--- src/hdl/fccd_pkg.sv ---
`default_nettype none
package fccd_pkg;
  localparam int FAT_ENTRIES = 256;
  localparam int FAT_AW = $clog2(FAT_ENTRIES);
  localparam int DIR_ENTRIES = 4;
  localparam int DIR_AW = 2;
  localparam int CLUSTER_SHIFT = 2;
  localparam logic [15:0] END_MARK = 16'hFFF8;
  localparam logic [11:0] BASE_YEAR = 12'd1980;

  localparam logic [1:0] OP_CREATE = 2'd0;
  localparam logic [1:0] OP_DELETE = 2'd1;
  localparam logic [1:0] OP_WALK = 2'd2;

  localparam logic [2:0] ST_OK = 3'd0;
  localparam logic [2:0] ST_DIR_FULL = 3'd1;
  localparam logic [2:0] ST_NO_SPACE = 3'd2;
  localparam logic [2:0] ST_NOT_FOUND = 3'd3;
  localparam logic [2:0] ST_PAST_END = 3'd4;
endpackage
`default_nettype wire

--- src/hdl/fccd_ram.sv ---
`default_nettype none
module fccd_ram #(
  parameter int WIDTH = 16,
  parameter int DEPTH = 256
) (
  input  wire logic                     clk,
  input  wire logic                     we,
  input  wire logic [$clog2(DEPTH)-1:0] waddr,
  input  wire logic [WIDTH-1:0]         wdata,
  input  wire logic [$clog2(DEPTH)-1:0] raddr,
  output logic      [WIDTH-1:0]         rdata
);
  logic [WIDTH-1:0] mem [DEPTH];

  always_ff @(posedge clk) begin
    if (we) mem[waddr] <= wdata;
    rdata <= mem[raddr];
  end
endmodule
`default_nettype wire

--- src/hdl/fat_cluster_chain_directory.sv ---
// create does a free count pass over clusters 2..255, then a link pass from cluster 2 that
// stops at the last needed cluster, then the end mark write; delete and walk follow the chain
// link by link; one command at a time, busy high while working; the fat ram has one read and
// one write port, one access per cycle.
// reset: a clearing pass writes zero to every fat cell, busy stays high meanwhile.
// the result strobe is high for one cycle; the receiver cannot stall.
`default_nettype none
module fat_cluster_chain_directory
  import fccd_pkg::*;
(
  input  wire logic        clk,
  input  wire logic        rst,
  input  wire logic        start,
  output logic             busy,
  input  wire logic [1:0]  opcode,
  input  wire logic [63:0] file_name,
  input  wire logic [9:0]  byte_count,
  input  wire logic [11:0] year,
  input  wire logic [3:0]  month,
  input  wire logic [4:0]  day,
  input  wire logic [4:0]  hour,
  input  wire logic [5:0]  minute,
  input  wire logic [5:0]  second,
  input  wire logic [7:0]  chain_position,
  output logic             done,
  output logic [2:0]       status,
  output logic [7:0]       first_cluster,
  output logic [7:0]       cluster_at,
  output logic [15:0]      date_word,
  output logic [15:0]      time_word,
  output logic [9:0]       file_length
);
  typedef enum logic [3:0] {
    S_CLEAR, S_IDLE, S_CNT_RD, S_CNT_CHK, S_LNK_RD, S_LNK_CHK, S_MARK, S_CHAIN_RD, S_CHAIN_CHK,
    S_FINISH
  } state_t;

  state_t state;
  logic [1:0] op;
  logic [63:0] nm;
  logic [9:0] blen;
  logic [15:0] dw, tw;
  logic [7:0] pos;
  logic [FAT_AW:0] cur;
  logic [FAT_AW:0] freecnt;
  logic [FAT_AW:0] need;
  logic [FAT_AW-1:0] prev;
  logic have;
  logic [8:0] steps;
  logic [DIR_AW-1:0] ent;

  logic [63:0] e_name [DIR_ENTRIES];
  logic [7:0] e_first [DIR_ENTRIES];
  logic [15:0] e_date [DIR_ENTRIES];
  logic [15:0] e_time [DIR_ENTRIES];
  logic [9:0] e_len [DIR_ENTRIES];

  logic we;
  logic [FAT_AW-1:0] waddr, raddr;
  logic [15:0] wdata, rdata;

  fccd_ram #(.WIDTH(16), .DEPTH(FAT_ENTRIES)) u_fat (
    .clk(clk), .we(we), .waddr(waddr), .wdata(wdata), .raddr(raddr), .rdata(rdata)
  );

  // directory lookups (small register array, fixed fan-in)
  logic free_hit, find_hit;
  logic [DIR_AW-1:0] free_idx, find_idx;
  always_comb begin
    free_hit = 1'b0;
    free_idx = '0;
    find_hit = 1'b0;
    find_idx = '0;
    for (int i = DIR_ENTRIES - 1; i >= 0; i--) begin
      if (e_name[i][7:0] == 8'd0) begin
        free_hit = 1'b1;
        free_idx = DIR_AW'(i);
      end
      if (e_name[i][7:0] != 8'd0 && e_name[i] == file_name) begin
        find_hit = 1'b1;
        find_idx = DIR_AW'(i);
      end
    end
  end

  logic [11:0] yoff;
  assign yoff = year - BASE_YEAR;
  logic cell_free;
  assign cell_free = (rdata == 16'd0) || (rdata == 16'd1);
  logic [FAT_AW:0] need_in;
  always_comb begin
    need_in = (FAT_AW + 1)'((11'(byte_count) + 11'd3) >> CLUSTER_SHIFT);
    if (need_in == '0) need_in = (FAT_AW + 1)'(1);
  end

  always_comb begin
    raddr = cur[FAT_AW-1:0];
  end

  always_ff @(posedge clk) begin
    we <= 1'b0;
    done <= 1'b0;
    if (rst) begin
      state <= S_CLEAR;
      busy <= 1'b1;
      cur <= '0;
      for (int i = 0; i < DIR_ENTRIES; i++) begin
        e_name[i] <= '0;
        e_first[i] <= '0;
        e_date[i] <= '0;
        e_time[i] <= '0;
        e_len[i] <= '0;
      end
    end else begin
      case (state)
        S_CLEAR: begin
          we <= 1'b1;
          waddr <= cur[FAT_AW-1:0];
          wdata <= '0;
          cur <= cur + 1'b1;
          if (cur == (FAT_AW + 1)'(FAT_ENTRIES - 1)) begin
            state <= S_IDLE;
            busy <= 1'b0;
          end
        end
        S_IDLE: begin
          if (start) begin
            op <= opcode;
            nm <= file_name;
            blen <= byte_count;
            pos <= chain_position;
            dw <= {yoff[6:0], month, day};
            tw <= {hour, minute, second[5:1]};
            need <= need_in;
            freecnt <= '0;
            have <= 1'b0;
            steps <= '0;
            busy <= 1'b1;
            status <= ST_NOT_FOUND;
            first_cluster <= '0;
            cluster_at <= '0;
            date_word <= '0;
            time_word <= '0;
            file_length <= '0;
            state <= S_FINISH;
            if (file_name[7:0] != 8'd0) begin
              case (opcode)
                OP_CREATE: begin
                  if (!free_hit) status <= ST_DIR_FULL;
                  else begin
                    ent <= free_idx;
                    cur <= (FAT_AW + 1)'(2);
                    state <= S_CNT_RD;
                  end
                end
                OP_DELETE, OP_WALK: begin
                  if (find_hit) begin
                    ent <= find_idx;
                    status <= ST_OK;
                    first_cluster <= e_first[find_idx];
                    date_word <= e_date[find_idx];
                    time_word <= e_time[find_idx];
                    file_length <= e_len[find_idx];
                    cur <= (FAT_AW + 1)'(e_first[find_idx]);
                    state <= S_CHAIN_RD;
                    if (opcode == OP_WALK && chain_position == 8'd0) state <= S_CHAIN_CHK;
                  end
                end
                default: ;
              endcase
            end
          end
        end
        S_CNT_RD: state <= S_CNT_CHK;
        S_CNT_CHK: begin
          if (cell_free) freecnt <= freecnt + 1'b1;
          if (cur == (FAT_AW + 1)'(FAT_ENTRIES - 1)) begin
            if (need > freecnt + (FAT_AW + 1)'(cell_free)) begin
              status <= ST_NO_SPACE;
              state <= S_FINISH;
            end else begin
              cur <= (FAT_AW + 1)'(2);
              state <= S_LNK_RD;
            end
          end else begin
            cur <= cur + 1'b1;
            state <= S_CNT_RD;
          end
        end
        S_LNK_RD: state <= S_LNK_CHK;
        S_LNK_CHK: begin
          // link writes go behind the scan, so no read sees a stale cell
          if (cell_free) begin
            if (have) begin
              we <= 1'b1;
              waddr <= prev;
              wdata <= 16'(cur);
            end else first_cluster <= cur[7:0];
            have <= 1'b1;
            prev <= cur[FAT_AW-1:0];
          end
          if (cell_free && need == (FAT_AW + 1)'(1)) begin
            state <= S_MARK;
            status <= ST_OK;
            e_name[ent] <= nm;
            e_first[ent] <= have ? first_cluster : cur[7:0];
            e_date[ent] <= dw;
            e_time[ent] <= tw;
            e_len[ent] <= blen;
            date_word <= dw;
            time_word <= tw;
            file_length <= blen;
            cluster_at <= have ? first_cluster : cur[7:0];
            if (!have) first_cluster <= cur[7:0];
          end else begin
            cur <= cur + 1'b1;
            state <= S_LNK_RD;
          end
          if (cell_free) need <= need - 1'b1;
        end
        S_MARK: begin
          // last cluster of the new chain gets the end mark
          we <= 1'b1;
          waddr <= prev;
          wdata <= END_MARK;
          state <= S_FINISH;
        end
        S_CHAIN_RD: state <= S_CHAIN_CHK;
        S_CHAIN_CHK: begin
          if (op == OP_DELETE) begin
            we <= 1'b1;
            waddr <= cur[FAT_AW-1:0];
            wdata <= 16'd1;
            if (rdata >= END_MARK || rdata >= 16'(FAT_ENTRIES)
                || steps == 9'(FAT_ENTRIES - 1)) begin
              state <= S_FINISH;
              e_name[ent] <= '0;
              e_first[ent] <= '0;
              e_date[ent] <= '0;
              e_time[ent] <= '0;
              e_len[ent] <= '0;
            end else begin
              cur <= rdata[FAT_AW:0];
              steps <= steps + 1'b1;
              state <= S_CHAIN_RD;
            end
          end else begin
            // walk: cur holds cluster after steps links
            if (steps == 9'(pos)) begin
              if (cur >= (FAT_AW + 1)'(FAT_ENTRIES)) status <= ST_PAST_END;
              else cluster_at <= cur[7:0];
              state <= S_FINISH;
            end else if (cur >= (FAT_AW + 1)'(FAT_ENTRIES)) begin
              status <= ST_PAST_END;
              state <= S_FINISH;
            end else begin
              cur <= (rdata >= 16'(FAT_ENTRIES)) ? (FAT_AW + 1)'(FAT_ENTRIES)
                                                  : rdata[FAT_AW:0];
              steps <= steps + 1'b1;
              state <= S_CHAIN_RD;
            end
          end
        end
        S_FINISH: begin
          done <= 1'b1;
          busy <= 1'b0;
          state <= S_IDLE;
        end
        default: state <= S_IDLE;
      endcase
    end
  end
endmodule
`default_nettype wire

--- config.mk ---
export PLATFORM = sky130hd
export DESIGN_NAME = fat_cluster_chain_directory
export DESIGN_NICKNAME = d
export VERILOG_FILES = /design/src/hdl/fccd_pkg.sv /design/src/hdl/fccd_ram.sv /design/src/hdl/fat_cluster_chain_directory.sv
export SDC_FILE = /design/constraint.sdc
export NUM_CORES = 2
export LEC_CHECK = 0
export BUFFER_PORTS_ARGS = -buffer_cell sky130_fd_sc_hd__buf_4
export CELL_PAD_IN_SITES_DETAIL_PLACEMENT = 1
export CELL_PAD_IN_SITES_GLOBAL_PLACEMENT = 1
export CORE_UTILIZATION = 40
export CTS_CLUSTER_DIAMETER = 150
export CTS_CLUSTER_SIZE = 12
export DETAILED_ROUTE_END_ITERATION = 6
export PLACE_DENSITY = 0.71
export SKIP_CTS_REPAIR_TIMING = 1
export SLEW_MARGIN = 20
export SYNTH_ARGS = -nofsm -noshare
export SYNTH_HDL_FRONTEND = slang
export SYNTH_MEMORY_MAX_BITS = 65536
export SYNTH_SLANG_ARGS = --single-unit
export TNS_END_PERCENT = 30
--- constraint.sdc ---
create_clock -name clk -period 14.4 [get_ports clk]
set_input_delay 2.88 -clock clk [delete_from_list [all_inputs] [get_ports clk]]
set_output_delay 2.88 -clock clk [all_outputs]
set_load 0.02 [all_outputs]
==> results by stage <==
Run status:
- The run finished with clean final reports.

Detailed routing:
- The detail route stage leaves a number of antenna-violating nets equal to 0.
- Summed over all layers, the routed wires come to 344 mm.
- The first-pass iteration count of the detailed router is 6.
- The ratio of routed vias to standard cells is 5.86.
- After detailed routing, the average wire length per cell comes to 30.3 µm.
- The violation count after the first detailed-routing iteration is 7613.
- Across all layers, the routed design uses 66.5k vias.
- In the routed design, unresolved DRC markers number 0.

Placed design:
- Detailed placement finished with a half-perimeter wire length of 209 mm.
- At the end of routability-driven placement, the weighted congestion stood at 0.907.
- The number of I/O port buffers is 181.

Global routing:
- The remaining global-route overflow is 0.
- The initial antenna violation count came to 12.
- The largest net degree at the start of global routing is 225.
- The global-route wire length before repair is 494 mm.
- The total global routing track utilization is 20.4%.
- The via count of the first global-routing pass came to 68.9k.

Clock tree:
- The clock passes through at most 4 buffers.
- Counting the buffers created by CTS gives 311.
- The H-tree was split into 5 levels.
- The clock input transition at the sequential cells of the worst setup and hold paths is 60 ps.
- The clock insertion delay at the later pin of the skew report is 920 ps.
- The clock tree from TritonCTS is done.
- CTS placed an instance of clkbuf_16 at the clock tree root.
- The clock sink count is 3275.

Die:
- The floorplan step set the die width to 575 µm.
- The initial utilization of the core area, before any placement, comes to 40.4%.
- The core region is 325000 µm².
- The height of the chip is 575 µm.
- Row generation in the floorplan step produced 209 rows.
- 188 I/O pins were placed.
- The die footprint is 330000 µm².

Setup path:
- Walking the worst path, the cells encountered are buf_4, xor2_1, nor4_1, nand4_1, or3_1, or2_4, a21oi_4, buf_4, mux2i_1, o211ai_1.
- The critical path start-end classification is in -> reg.
- The nature of the critical path endpoint is a flip-flop.
- The cell type with the highest occurrence count on the critical path is buf_4.
- Counting both buffers and inverters, the worst setup path holds a total of 2.
- In this design, the largest share of critical-path delay is due to simple AND/OR/NAND/NOR gates.
- The biggest fanout along the worst timing path is 35.
- Data on the critical path arrives at its endpoint at 7170 ps.
- The register-to-register path setup slack is 8210 ps.
- For the worst setup path, the data required time is 15030 ps.
- On the worst path, the slowest cell contributes a delay of 860 ps.
- The worst-path cell with the longest stage delay is nor4_1.
- The worst setup path is launched from a primary input.

STA:
- The max-slew violation count is 0.
- The final critical-path required period is 6540 ps.
- The final setup violation count is 0.
- The maximum clock frequency is 0.153 GHz.
- Setup repair after global routing left no endpoint under its margin.
- The final sum of negative setup slack is 0 ps.
- Between clock sinks in the finished design, the worst skew comes to 51.3 ps.
- The final critical path takes up 45.4% of the cycle.
- The slew at the pin closest to its max-slew limit is 1280 ps.
- In this run the tightest slew margin relative to its limit is 14.5%.
- The count of final hold-check violations came to 0.

Logic synthesis:
- Averaged over all synthesized cells, the footprint is 19.5 µm².
- The number of register bits inferred by synthesis is 3275.
- Of all flip-flops after synthesis, the portion carrying an async set or reset was 0%.
- The synthesized instance count is 6730.
- The flip-flop cell with the highest count after synthesis is edfxtp_1.
- Yosys mapped a number of flops with a built-in enable equal to 3249.
- Yosys mapped the design onto 70 distinct sky130hd cell types.
- The combined area of all synthesized cells is 131000 µm².
- The Yosys step of the flow raised 0 warnings.
- Summing the sequential cell areas from Yosys gives 74.7% of the chip area.
- Counting every net in the synthesized netlist gives 6879.

Finish:
- From synthesis to final layout, the design area changed by 11.3%.
- The net count of the finished layout is 7116.
- The layout has 30.3k filler cells.
- The fraction of final layout cells with drive strength greater than 1 is 22.4%.
- The multi-input gate area in the final layout is 31000 µm².
- In the final layout, flip-flops and latches occupy 98100 µm².

Min path:
- The min-delay analysis places its worst path in the category reg -> reg.

Power and ir drop:
- The worst-case vdd ir drop is 0.0978 mV.
- For this design the ratio of total power to cell area is 128 nW/µm².
- The sum of internal, switching and leakage power is 18.7 mW.
- The cell leakage power is 45.3 nW.

Run:
- Max-cap violations in this run came to 0.
[flip-flops by register name (all words and copies together), names as in the netlist, 10 cells and up, named ones only]
name	flops
e_name	256
tw	16
time_word	16
u_fat.mem	2560
u_fat.rdata	10
e_time	64
blen	10
e_date	64
dw	16
file_length	10
nm	64
e_first	32
wdata	10
e_len	40
date_word	16
[stage by stage]
stage	setup WS [ps]	util (%)	instances	cell area, µm²	hold WS, ps
CTS	7990	44.9	11300	146000	547
finish	7860	44.9	11300	146000	546
global placement	7020	42.3	11000	137000	535
global route	7800	44.9	11300	146000	562
floorplan	2150	-	6730	131000	406
detailed placement	7030	42.3	11000	138000	535
[logic make-up after synthesis]
group	after synthesis	share of synthesized area (%)
AO/OA/AOI/OAI	350	1.86
flip-flops	3275	74.7
adder cells (fa/ha/maj)	24	0.229
buffers and inverters	585	1.89
AND/OR/NAND/NOR	1269	4.30
XOR/XNOR	307	2.05
multiplexers	920	15.0
[final timing paths]
check                startpoint       endpoint  cells past startpoint
setup / recovery  file_name[54]   time_word[6]                     10
hold / removal          prev[0]       waddr[0]                      1
setup reg to reg       state[0]  e_name[0][35]                     10
hold reg to reg         prev[0]       waddr[0]                      1
[synthesized netlist by cell type (8+ instances only)]
master,number,area (µm²)
a2111oi_0,9,78.8
a211oi_1,55,413
a21oi_1,46,230
a22o_1,8,70.1
a311oi_1,8,70.1
a31oi_1,43,269
and2_1,10,62.6
and3_1,15,93.8
buf_1,37,139
buf_2,107,536
buf_4,9,67.6
buf_6,16,180
clkbuf_1,200,751
dfxtp_1,26,521
edfxtp_1,3249,97600
ha_1,24,300
inv_1,215,807
mux2_2,18,203
mux2i_1,71,711
mux4_2,831,18700
nand2_1,236,886
nand2b_1,17,106
nand3_1,60,300
nand4_1,28,175
nor2_1,670,2510
nor2b_1,17,106
nor3_1,31,155
nor4_1,143,895
o211ai_1,101,758
o21ai_0,39,195
or3_1,10,62.6
xnor2_1,16,140
xor2_1,291,2550
[cell type report]
| cell class | instances | share of cell area, % |
|---|---|---|
| repair buffers | 294 | 1.65 |
| diodes | 10 | 0.0171 |
| inverters | 215 | 0.552 |
| well taps | 4325 | 3.70 |
| multi-input cells | 2870 | 21.2 |
| clock buffers | 337 | 5.48 |
| clock inverters | 23 | 0.272 |
| flip-flops and latches | 3275 | 67.1 |
[report_power, final]
group	internal [mW]	switching [mW]
combinational	0.330	0.527
clock	3.94	3.42
sequential	10.5	0.0359
total	14.8	3.98
[worst reg2reg max path: stages, from the launching register on]
cell	delay, ps
dfxtp_1	560
nand2b_1	410
or2_2	610
inv_2	110
nand2_1	310
nor3b_4	260
buf_4	760
nor2_1	210
or3_4	700
nand2_4	910
buf_4	860
[per-layer routing]
| metal | routed length (µm) | share of wire (%) | track usage [%] |
|---|---|---|---|
| met1 | 142000 | 41 | 28.7 |
| met2 | 166000 | 48 | 33.2 |
| met3 | 26000 | 7.6 | 3.35 |
| met4 | 9720 | 2.8 | 5.55 |
| met5 | 24 | 0.0070 | 0 |
[placed cells by master (no fill, tap or decap), types with 7 or more instances in the layout]
cell and count:
nor2b_1 17, a211oi_1 55, a31oi_1 43, nor2_2 46
nor2_1 624, buf_12 12, and2_1 10, a22o_1 8
nand2_1 228, nor3_1 30, nor4_1 140, a21oi_1 46
inv_1 214, a311oi_1 8, clkbuf_16 317, dfxtp_1 19
o211ai_1 101, o311ai_0 7, nand2b_1 17, diode_2 10
nand4_1 28, a21o_1 7, and3_1 14, xor2_1 291
or3_1 9, o21ai_0 38, edfxtp_1 3249, nand3_1 58
ha_1 24, mux2i_1 71, buf_4 278, mux2_2 18
xnor2_1 16, clkinv_8 9, clkbuf_1 20, a2111oi_0 9
mux4_2 831
(Power assumes the default switching activity.)
